File: src/hdl/spg_pkg.sv
`timescale 1ns / 1ps

package spg_pkg;

    localparam int DATA_W = 32;
    localparam int NS_W   = 30;
    localparam int OP_W   = 2;
    localparam int CFG_IDX_W = 2;

    localparam logic [DATA_W-1:0] NS_PER_S = 32'd1000000000;
    localparam logic [DATA_W-1:0] TIMER_HZ = 32'd24000000;

    // operation codes of an input beat
    localparam logic [OP_W-1:0] OP_TICK   = 2'd0;
    localparam logic [OP_W-1:0] OP_LOAD   = 2'd1;
    localparam logic [OP_W-1:0] OP_ENABLE = 2'd2;
    localparam logic [OP_W-1:0] OP_SETUP  = 2'd3;

    // configuration register indexes
    localparam logic [CFG_IDX_W-1:0] CFG_STEP_INV = 2'd0;
    localparam logic [CFG_IDX_W-1:0] CFG_DIR_INV  = 2'd1;
    localparam logic [CFG_IDX_W-1:0] CFG_SETUP_NS = 2'd2;
    localparam logic [CFG_IDX_W-1:0] CFG_HOLD_NS  = 2'd3;

    // internal direction sequencing
    localparam logic [1:0] DIRW_NONE  = 2'd0;
    localparam logic [1:0] DIRW_HOLD  = 2'd1;
    localparam logic [1:0] DIRW_SETUP = 2'd2;

    // reported phase
    localparam logic [1:0] PH_IDLE  = 2'd0;
    localparam logic [1:0] PH_SETUP = 2'd1;
    localparam logic [1:0] PH_HOLD  = 2'd2;
    localparam logic [1:0] PH_STEP  = 2'd3;

    typedef struct packed {
        logic              start;
        logic [DATA_W-1:0] dividend;
        logic [DATA_W-1:0] divisor;
    } div_req_t;

    typedef struct packed {
        logic              done;
        logic [DATA_W-1:0] quotient;
    } div_rsp_t;

    // saturate a nanosecond value to 1 .. 1e9
    function automatic logic [DATA_W-1:0] clamp_ns(input logic [NS_W-1:0] ns);
        logic [DATA_W-1:0] wide;
        wide = {{(DATA_W-NS_W){1'b0}}, ns};
        if (wide == '0) begin
            return {{(DATA_W-1){1'b0}}, 1'b1};
        end else if (wide > NS_PER_S) begin
            return NS_PER_S;
        end else begin
            return wide;
        end
    endfunction

endpackage

File: src/hdl/spg_div.sv
`timescale 1ns / 1ps

module spg_div (
    input  logic              aclk,
    input  logic              aresetn,
    input  spg_pkg::div_req_t req,
    output spg_pkg::div_rsp_t rsp
);
    import spg_pkg::*;

    localparam int CNT_W = $clog2(DATA_W + 1);

    logic [DATA_W-1:0] rem_reg, rem_next;
    logic [DATA_W-1:0] quo_reg, quo_next;
    logic [DATA_W-1:0] dvs_reg;
    logic [CNT_W-1:0]  cnt_reg;
    logic              busy_reg;
    logic              done_reg;

    logic [DATA_W:0]   shifted;
    logic [DATA_W+1:0] diff;
    logic              fits;

    // one restoring step per cycle, remainder stays below the divisor
    always_comb begin
        shifted  = {rem_reg, quo_reg[DATA_W-1]};
        diff     = {1'b0, shifted} - {2'b00, dvs_reg};
        fits     = !diff[DATA_W+1];
        rem_next = fits ? diff[DATA_W-1:0] : shifted[DATA_W-1:0];
        quo_next = {quo_reg[DATA_W-2:0], fits};
    end

    always_ff @(posedge aclk) begin
        if (!aresetn) begin
            busy_reg <= 1'b0;
            done_reg <= 1'b0;
            cnt_reg  <= '0;
        end else begin
            done_reg <= 1'b0;
            if (req.start) begin
                busy_reg <= 1'b1;
                cnt_reg  <= CNT_W'(DATA_W);
            end else if (busy_reg) begin
                cnt_reg <= cnt_reg - 1'b1;
                if (cnt_reg == CNT_W'(1)) begin
                    busy_reg <= 1'b0;
                    done_reg <= 1'b1;
                end
            end
        end
    end

    always_ff @(posedge aclk) begin
        if (req.start) begin
            rem_reg <= '0;
            quo_reg <= req.dividend;
            dvs_reg <= req.divisor;
        end else if (busy_reg) begin
            rem_reg <= rem_next;
            quo_reg <= quo_next;
        end
    end

    assign rsp.done     = done_reg;
    assign rsp.quotient = quo_reg;

endmodule

File: src/hdl/step_dir_pulse_generator.sv
`timescale 1ns / 1ps
// channel   direction  handshake            payload
// s_        in         s_valid / s_ready    operation, step_count, direction, move_time_ns,
//                                           enable_value
// m_        out        m_valid / m_ready    step_pin, dir_pin, busy_res, steps_left, phase
// cfg_      in         cfg_we               cfg_index, cfg_wdata
//
// load and enable beats go straight to ST_RESP; a tick that starts no task
// passes ST_TICK and ST_BODY. each division runs on the shared radix-2 divider.
// a tick that starts a task: 3 divisions, after ST_SUB1/ST_SUB2 if the direction changes.
// channel setup: 4 divisions.
// s_ready is high only while the sequencer is idle; a held result in the output
// register does not block the next input beat. synchronous active-low reset.

module step_dir_pulse_generator #(
    parameter logic [spg_pkg::DATA_W-1:0] TIMER_HZ = spg_pkg::TIMER_HZ
) (
    input  logic                             aclk,
    input  logic                             aresetn,
    input  logic                             s_valid,
    output logic                             s_ready,
    input  logic [spg_pkg::OP_W-1:0]         s_operation,
    input  logic [spg_pkg::DATA_W-1:0]       s_step_count,
    input  logic                             s_direction,
    input  logic [spg_pkg::NS_W-1:0]         s_move_time_ns,
    input  logic                             s_enable_value,
    output logic                             m_valid,
    input  logic                             m_ready,
    output logic                             m_step_pin,
    output logic                             m_dir_pin,
    output logic                             m_busy_res,
    output logic [spg_pkg::DATA_W-1:0]       m_steps_left,
    output logic [1:0]                       m_phase,
    input  logic                             cfg_we,
    input  logic [spg_pkg::CFG_IDX_W-1:0]    cfg_index,
    input  logic [spg_pkg::NS_W-1:0]         cfg_wdata
);
    import spg_pkg::*;

    localparam logic [3:0] ST_IDLE = 4'd0;
    localparam logic [3:0] ST_TICK = 4'd1;
    localparam logic [3:0] ST_SUB1 = 4'd2;
    localparam logic [3:0] ST_SUB2 = 4'd3;
    localparam logic [3:0] ST_DIV1 = 4'd4;
    localparam logic [3:0] ST_DIV2 = 4'd5;
    localparam logic [3:0] ST_DIV3 = 4'd6;
    localparam logic [3:0] ST_BODY = 4'd7;
    localparam logic [3:0] ST_CFG1 = 4'd8;
    localparam logic [3:0] ST_CFG2 = 4'd9;
    localparam logic [3:0] ST_CFG3 = 4'd10;
    localparam logic [3:0] ST_CFG4 = 4'd11;
    localparam logic [3:0] ST_RESP = 4'd12;

    // configuration
    logic            step_inv_reg, dir_inv_reg;
    logic [NS_W-1:0] setup_ns_reg, hold_ns_reg;

    // channel state
    logic [DATA_W-1:0] now_reg, deadline_reg, half_reg;
    logic [DATA_W-1:0] setup_ticks_reg, hold_ticks_reg, remaining_reg;
    logic              step_level_reg, dir_level_reg, target_dir_reg;
    logic [1:0]        dir_phase_reg;
    logic              active_reg, enabled_reg;
    logic              pend_flag_reg, pend_dir_reg;
    logic [DATA_W-1:0] pend_steps_reg;
    logic [NS_W-1:0]   pend_time_reg;

    // sequencer
    logic [3:0]               state_reg;
    logic                     div_run_reg;
    logic [DATA_W-1:0]        q_reg;
    logic signed [DATA_W-1:0] t_reg;
    logic                     m_valid_reg;

    div_req_t div_req;
    div_rsp_t div_rsp;

    logic                     is_div_state;
    logic [DATA_W-1:0]        lag;
    logic                     due;
    logic [DATA_W-1:0]        sub_val;
    logic signed [DATA_W-1:0] t_sub;
    logic                     in_beat;
    logic                     out_free;
    logic                     start_ok;
    logic                     stop_ok;

    assign in_beat  = s_valid && s_ready;
    assign out_free = !m_valid_reg || m_ready;
    assign s_ready  = (state_reg == ST_IDLE);
    assign m_valid  = m_valid_reg;

    // wrap-safe compare: due when now - deadline is not negative
    assign lag = now_reg - deadline_reg;
    assign due = !lag[DATA_W-1];

    assign stop_ok  = !step_level_reg && !enabled_reg && active_reg;
    assign start_ok = !step_level_reg && enabled_reg && pend_flag_reg;

    // shared subtractor for taking the direction delays off the move time
    assign sub_val = (state_reg == ST_SUB1) ? clamp_ns(setup_ns_reg) : clamp_ns(hold_ns_reg);
    assign t_sub   = t_reg - $signed(sub_val);

    always_comb begin
        is_div_state     = 1'b1;
        div_req.dividend = TIMER_HZ;
        div_req.divisor  = q_reg;
        case (state_reg)
            ST_DIV1: begin
                div_req.dividend = NS_PER_S;
                div_req.divisor  = DATA_W'(unsigned'(t_reg));
            end
            ST_DIV2, ST_CFG2, ST_CFG4: begin
                div_req.dividend = TIMER_HZ;
                div_req.divisor  = q_reg;
            end
            ST_DIV3: begin
                div_req.dividend = q_reg;
                div_req.divisor  = remaining_reg;
            end
            ST_CFG1: begin
                div_req.dividend = NS_PER_S;
                div_req.divisor  = clamp_ns(setup_ns_reg);
            end
            ST_CFG3: begin
                div_req.dividend = NS_PER_S;
                div_req.divisor  = clamp_ns(hold_ns_reg);
            end
            default: begin
                is_div_state = 1'b0;
            end
        endcase
        div_req.start = is_div_state && !div_run_reg && !div_rsp.done;
    end

    spg_div u_div (
        .aclk    (aclk),
        .aresetn (aresetn),
        .req     (div_req),
        .rsp     (div_rsp)
    );

    always_ff @(posedge aclk) begin
        if (!aresetn) begin
            step_inv_reg <= 1'b0;
            dir_inv_reg  <= 1'b0;
            setup_ns_reg <= NS_W'(1000);
            hold_ns_reg  <= NS_W'(1000);
        end else if (cfg_we) begin
            case (cfg_index)
                CFG_STEP_INV: step_inv_reg <= cfg_wdata[0];
                CFG_DIR_INV:  dir_inv_reg  <= cfg_wdata[0];
                CFG_SETUP_NS: setup_ns_reg <= cfg_wdata;
                CFG_HOLD_NS:  hold_ns_reg  <= cfg_wdata;
                default: ;
            endcase
        end
    end

    always_ff @(posedge aclk) begin
        if (!aresetn) begin
            now_reg         <= '0;
            deadline_reg    <= '0;
            half_reg        <= '0;
            setup_ticks_reg <= '0;
            hold_ticks_reg  <= '0;
            remaining_reg   <= '0;
            step_level_reg  <= 1'b0;
            dir_level_reg   <= 1'b0;
            target_dir_reg  <= 1'b0;
            dir_phase_reg   <= DIRW_NONE;
            active_reg      <= 1'b0;
            enabled_reg     <= 1'b0;
            pend_flag_reg   <= 1'b0;
            pend_steps_reg  <= '0;
            pend_dir_reg    <= 1'b0;
            pend_time_reg   <= '0;
            state_reg       <= ST_IDLE;
            div_run_reg     <= 1'b0;
            m_valid_reg     <= 1'b0;
        end else begin
            // in ST_RESP the output register is refilled instead
            if (m_valid_reg && m_ready && state_reg != ST_RESP) begin
                m_valid_reg <= 1'b0;
            end
            if (div_req.start) begin
                div_run_reg <= 1'b1;
            end else if (div_rsp.done) begin
                div_run_reg <= 1'b0;
            end

            case (state_reg)
                ST_IDLE: begin
                    if (in_beat) begin
                        case (s_operation)
                            OP_TICK: begin
                                now_reg   <= now_reg + 1'b1;
                                state_reg <= ST_TICK;
                            end
                            OP_LOAD: begin
                                pend_steps_reg <= s_step_count;
                                pend_dir_reg   <= s_direction;
                                pend_time_reg  <= s_move_time_ns;
                                pend_flag_reg  <= 1'b1;
                                state_reg      <= ST_RESP;
                            end
                            OP_ENABLE: begin
                                enabled_reg <= s_enable_value;
                                state_reg   <= ST_RESP;
                            end
                            OP_SETUP: begin
                                active_reg     <= 1'b0;
                                remaining_reg  <= '0;
                                dir_phase_reg  <= DIRW_NONE;
                                step_level_reg <= 1'b0;
                                dir_level_reg  <= 1'b0;
                                state_reg      <= ST_CFG1;
                            end
                            default: state_reg <= ST_RESP;
                        endcase
                    end
                end
                ST_TICK: begin
                    state_reg <= ST_BODY;
                    if (stop_ok) begin
                        active_reg <= 1'b0;
                    end else if (start_ok) begin
                        pend_flag_reg <= 1'b0;
                        remaining_reg <= pend_steps_reg;
                        if (pend_steps_reg == '0) begin
                            // empty task is consumed and the channel stays idle
                            active_reg <= 1'b0;
                        end else begin
                            active_reg <= 1'b1;
                            if (dir_level_reg == pend_dir_reg) begin
                                dir_phase_reg <= DIRW_NONE;
                                deadline_reg  <= now_reg;
                                state_reg     <= ST_DIV1;
                            end else begin
                                target_dir_reg <= pend_dir_reg;
                                dir_phase_reg  <= DIRW_SETUP;
                                deadline_reg   <= now_reg + setup_ticks_reg;
                                state_reg      <= ST_SUB1;
                            end
                        end
                    end
                end
                ST_SUB1: begin
                    state_reg <= ST_SUB2;
                end
                ST_SUB2: begin
                    state_reg <= ST_DIV1;
                end
                ST_DIV1: begin
                    if (div_rsp.done) begin
                        state_reg <= ST_DIV2;
                    end
                end
                ST_DIV2: begin
                    if (div_rsp.done) begin
                        state_reg <= ST_DIV3;
                    end
                end
                ST_DIV3: begin
                    if (div_rsp.done) begin
                        half_reg  <= {1'b0, div_rsp.quotient[DATA_W-1:1]};
                        state_reg <= ST_BODY;
                    end
                end
                ST_BODY: begin
                    state_reg <= ST_RESP;
                    if (active_reg) begin
                        if (dir_phase_reg != DIRW_NONE) begin
                            if (due) begin
                                if (dir_phase_reg == DIRW_SETUP) begin
                                    dir_level_reg <= target_dir_reg;
                                    deadline_reg  <= deadline_reg + hold_ticks_reg;
                                end else if (remaining_reg != '0) begin
                                    deadline_reg <= now_reg;
                                end
                                dir_phase_reg <= dir_phase_reg - 1'b1;
                            end
                        end else if (remaining_reg == '0) begin
                            active_reg <= 1'b0;
                        end else if (due) begin
                            // a falling edge completes one step
                            if (step_level_reg) begin
                                step_level_reg <= 1'b0;
                                remaining_reg  <= remaining_reg - 1'b1;
                            end else begin
                                step_level_reg <= 1'b1;
                            end
                            deadline_reg <= deadline_reg + half_reg;
                        end
                    end
                end
                ST_CFG1: begin
                    if (div_rsp.done) begin
                        state_reg <= ST_CFG2;
                    end
                end
                ST_CFG2: begin
                    if (div_rsp.done) begin
                        setup_ticks_reg <= div_rsp.quotient;
                        state_reg       <= ST_CFG3;
                    end
                end
                ST_CFG3: begin
                    if (div_rsp.done) begin
                        state_reg <= ST_CFG4;
                    end
                end
                ST_CFG4: begin
                    if (div_rsp.done) begin
                        hold_ticks_reg <= div_rsp.quotient;
                        state_reg      <= ST_RESP;
                    end
                end
                ST_RESP: begin
                    if (out_free) begin
                        m_valid_reg <= 1'b1;
                        state_reg   <= ST_IDLE;
                    end
                end
                default: state_reg <= ST_IDLE;
            endcase
        end
    end

    // datapath registers without reset
    always_ff @(posedge aclk) begin
        if (state_reg == ST_TICK) begin
            t_reg <= $signed(clamp_ns(pend_time_reg));
        end else if (state_reg == ST_SUB1) begin
            t_reg <= t_sub;
        end else if (state_reg == ST_SUB2) begin
            // too short for the delays: use one nanosecond
            if (t_sub[DATA_W-1] || t_sub == '0) begin
                t_reg <= DATA_W'(1);
            end else begin
                t_reg <= t_sub;
            end
        end
        if (div_rsp.done) begin
            q_reg <= div_rsp.quotient;
        end
        if (state_reg == ST_RESP && out_free) begin
            m_step_pin   <= step_level_reg ^ step_inv_reg;
            m_dir_pin    <= dir_level_reg ^ dir_inv_reg;
            m_busy_res   <= active_reg;
            m_steps_left <= remaining_reg;
            if (!active_reg) begin
                m_phase <= PH_IDLE;
            end else if (dir_phase_reg == DIRW_SETUP) begin
                m_phase <= PH_SETUP;
            end else if (dir_phase_reg == DIRW_HOLD) begin
                m_phase <= PH_HOLD;
            end else begin
                m_phase <= PH_STEP;
            end
        end
    end

endmodule

File: config.mk
export PLATFORM = sky130hd
export DESIGN_NAME = step_dir_pulse_generator
export DESIGN_NICKNAME = d
export VERILOG_FILES = /design/src/hdl/spg_pkg.sv /design/src/hdl/spg_div.sv /design/src/hdl/step_dir_pulse_generator.sv
export SDC_FILE = /design/constraint.sdc
export NUM_CORES = 2
export LEC_CHECK = 0
export BUFFER_PORTS_ARGS = -buffer_cell sky130_fd_sc_hd__buf_2
export CAP_MARGIN = 20
export CORE_MARGIN = 4
export CORE_UTILIZATION = 28
export DETAILED_ROUTE_END_ITERATION = 10
export PLACE_DENSITY_LB_ADDON = 0.25
export SYNTH_ARGS = -nofsm -noshare
export SYNTH_HDL_FRONTEND = slang
export SYNTH_SLANG_ARGS = --single-unit
File: constraint.sdc
create_clock -name aclk -period 5.6 [get_ports aclk]
set_input_delay 1.12 -clock aclk [delete_from_list [all_inputs] [get_ports aclk]]
set_output_delay 1.12 -clock aclk [all_outputs]
set_load 0.01 [all_outputs]
==> impl_results.rst <==
.. list-table::
   :header-rows: 1

   * - Metric
     - Value
   * - Post-route cell area
     - roughly 0.038 mm^2
   * - Total standard cell area after synthesis
     - 0.0334 mm^2
   * - Row cnt
     - about 130
   * - DRC violation count after routing
     - 0
   * - Cts bufs inserted
     - 69
   * - Antenna violations before repair
     - 8
   * - Sequential-to-total area share from yosys stat
     - a little under two fifths
   * - Maximum level of the CTS H-tree
     - 3
   * - Cell with the biggest individual delay on the critical path
     - ha_1
   * - Slew of the pin with the lowest slew margin
     - between 1 and 1.5 ns
   * - Total clock sinks
     - about 540
   * - Starting Density
     - around 28%
   * - Maximum fanout along the worst path
     - 23
   * - Synthesized area per cell
     - 8.25 um^2
   * - Setup CP Type
     - reg2reg
   * - Sequence of cells on the critical path
     - nand3_1 > nor3b_1 > nand3_1 > o311ai_0 > a21oi_1 > nor2_1 > buf_4 > a22oi_1 > ha_1 > and4_1 > nand3_1 > nand3b_1 > nor4_2 > o31a_1 > nor3_1 > xnor2_1 > a21oi_4 > buf_12 > nand2b_1 > nand2_1
   * - Number of flops mapped to enable cells by yosys
     - 165
   * - Clock slew seen by the registers of the worst setup and hold paths
     - around 0.060 ns
   * - PwrDens
     - 455 mW/mm^2
   * - Primary FF master, synth
     - dfxtp_1
   * - Gp weighted congestion
     - a little over 0.9
   * - Post-detailed-route count of antenna-violating nets
     - 0
   * - Number of detailed-routing iterations run before antenna repair
     - 6
   * - Die Wd
     - 354 um
   * - Number of DRC markers after the initial detailed-route iteration
     - about 2600
   * - Slew Limit Headroom
     - around a quarter
   * - Maximum vdd drop
     - roughly 0.24 mV
   * - Nature of the critical path startpoint
     - flip-flop
   * - Post-route total power
     - about 17 mW
   * - Post-place setup slack
     - roughly 0.44 ns
   * - Global-route usage over all layers
     - around 20%
   * - Most used cell, CP
     - nand3_1
   * - Insertion delay of the later-clocked pin in the worst-skew pair
     - between 0.6 and 0.7 ns
   * - Share of power burned in combinational logic
     - slightly above 40%
   * - Syn Nets
     - roughly 4400
   * - Half-perimeter wire length after detailed placement
     - approximately 97000 um
   * - Number of port buffers
     - about 140
   * - Count of final setup violators
     - 0
   * - Post-synth cell types
     - 103
   * - Synth async-reset ratio
     - 0%
   * - Worst clock skew
     - between 0.04 and 0.05 ns
   * - Number of hold violations in the final report
     - 0
   * - Final wirelength
     - 129000 um
   * - Top-level port count
     - ~140
   * - Internal power of the cells
     - 10.0 mW
   * - Clock Path Buffers
     - 3
   * - Grt total ovfl
     - 0
   * - Largest net degree at the start of global routing
     - around 160
   * - Switching share of power
     - 42.2%
   * - Share of post-route cells with drive strength above 1
     - a little under a tenth
   * - Vias post-DR
     - between 30000 and 40000
   * - Switching power total
     - ~7.3 mW
   * - Placed inst area
     - 0.0357 mm^2
   * - Cell count after synthesis
     - around 4100
   * - Post-CTS setup buffer count
     - 0
   * - Clk Tree Root Cell
     - clkbuf_16
   * - Fin worst setup slack
     - 0.406 ns
   * - Worst hold margin
     - around 0.47 ns
   * - Max-capacitance violation count
     - 0
   * - Post-CTS sizing
     - 0
   * - Die Y-Extent
     - approximately 350 um
   * - Unrepaired setup endpoints after global routing
     - no
   * - Final period utilization
     - between 90 and 100%
   * - Min cycle time layout
     - 5.19 ns
   * - Vias in the first global route
     - 29179
   * - Max-slew violation count
     - 0
   * - Vias per cell
     - around 5.4
   * - Setup TNS after final layout
     - 0 ns
   * - Layout Nets
     - around 4400
   * - Arrival time of data at the critical path endpoint
     - about 5.6 ns
   * - Part of the total power dissipated in the clock network
     - between 20% and 30%
   * - Floorplan core area
     - ~0.12 mm^2
   * - Die ar.
     - between 0.1 and 0.15 mm^2
   * - Maximum clock frequency
     - between 0.15 and 0.2 GHz
   * - Worst path required time
     - around 6 ns
   * - Layout overhead on the synthesized area
     - 14.0%
   * - Number of storage elements in the synthesis netlist
     - between 500 and 600
   * - Hold_buf cts
     - 0
   * - Run status
     - completed
   * - Wire length per cell
     - 22.6 um
   * - Yosys warning count
     - 0
   * - Leakage power total
     - ~14 nW
   * - Wire length of the first global-routing pass
     - approximately 190000 um
   * - CTS tree
     - yes
   * - Worst min path class
     - reg2reg
   * - CP max stage delay
     - ~0.46 ns
   * - Critical Path Sink Type
     - flip-flop
   * - Flop pwr share
     - about 34%
## worst max-delay path: cells and delay by family (launching register included)
| kind | cells | cell delay [ns] |
|---|---|---|
| AOI/OAI and AO/OA | 5 | 1.20 |
| xor gates and xnor gates | 1 | 0.21 |
| adders and majority gates | 1 | 0.46 |
| buffers and inverters | 2 | 0.37 |
| DFF | 1 | 0.42 |
| and+or+nand+nor | 11 | 2.24 |
## cell usage in the layout (no fill, tap or decap), types with 16 or more instances in the layout
cell / n
a31oi_1: 40
a21o_1: 70
or3_1: 32
edfxtp_1: 165
nor2_1: 227
o22ai_1: 21
o21bai_1: 23
buf_2: 140
o21ai_0: 217
o31ai_1: 26
clkbuf_16: 71
dfxtp_1: 368
nand2b_1: 37
xnor2_1: 90
mux2i_1: 43
o21ai_1: 16
nor2b_1: 44
buf_4: 66
nor3_1: 66
nor4_1: 34
a211oi_1: 33
inv_1: 137
nand3_1: 102
o21a_1: 20
a22oi_1: 54
nor3b_1: 16
o211ai_1: 37
nand2_1: 745
a21boi_0: 228
nand4_1: 44
a221oi_1: 36
and2_1: 49
a21oi_1: 272
xor2_1: 57
ha_1: 195
and3_1: 28
## Yosys cell counts, drive strengths merged (44+ instances only)
master / n / area share (%)
a21boi: 243 / 5.5
a21o: 70 / 1.6
a21oi: 276 / 4.2
a22oi: 54 / 1.2
and2: 51 / 0.97
clkbuf: 195 / 2.2
dfxtp: 370 / 22
edfxtp: 165 / 15
ha: 197 / 7.4
inv: 137 / 1.5
nand2: 748 / 8.4
nand3: 103 / 1.5
nand4: 44 / 0.82
nor2: 233 / 2.6
nor2b: 44 / 0.82
nor3: 69 / 1.1
o21ai: 234 / 3.5
xnor2: 91 / 2.4
xor2: 58 / 1.5
## final timing paths
path	cells after the start	slack, ns	startpoint	end
worst min-delay path	2	0.47	setup_ticks_reg[11]	setup_ticks_reg[11]
worst max-delay path	20	0.41	hold_ns_reg[25]	t_reg[4]
worst min register to register	2	0.47	setup_ticks_reg[11]	setup_ticks_reg[11]
worst max register to register	20	0.41	hold_ns_reg[25]	t_reg[4]
## layout make-up
type	count	area, um^2
fillers	12543	80100
multi-input cells	3146	19700
flip-flops and latches	535	12400
clock buffers	96	1980
well taps	1536	1920
repair buffers	210	1260
inverters	138	518
clock inverters	32	348
diodes	3	7.51
## layer usage
layer,global-route usage (%),routed length [um],vias up
met3,2.92,7460,169
met1,26.8,58000,14782
met5,0,0,-
li1,-,-,14744
met2,32.6,59200,898
met4,6.30,3910,0
## power groups by stage
stage               sequential, mW  combinational [mW]  clock [mW]
finish                        5.82                6.99        4.54
global route                  5.87                7.71        4.79
detailed placement            5.89                6.91           0
CTS                           5.82                6.95        4.65
floorplan                     5.39                4.91           0
global placement              5.91                6.93           0
## stage by stage
stage / instances / utilization [%]
finish: 5696 / 32.2
global route: 5693 / 32.2
CTS: 5692 / 32.2
detailed placement: 5564 / 30.2
global placement: 5564 / 30.2
floorplan: 4051 / -
## kinds of logic after synthesis
group,synth area share (%)
simple gates,20.4
compound gates,25.1
flops,37.0
buf+inv,4.39
fa+ha+maj,7.67
xor+xnor,3.90
mux,1.49
Note: power is estimated with default switching activity, not from simulation.
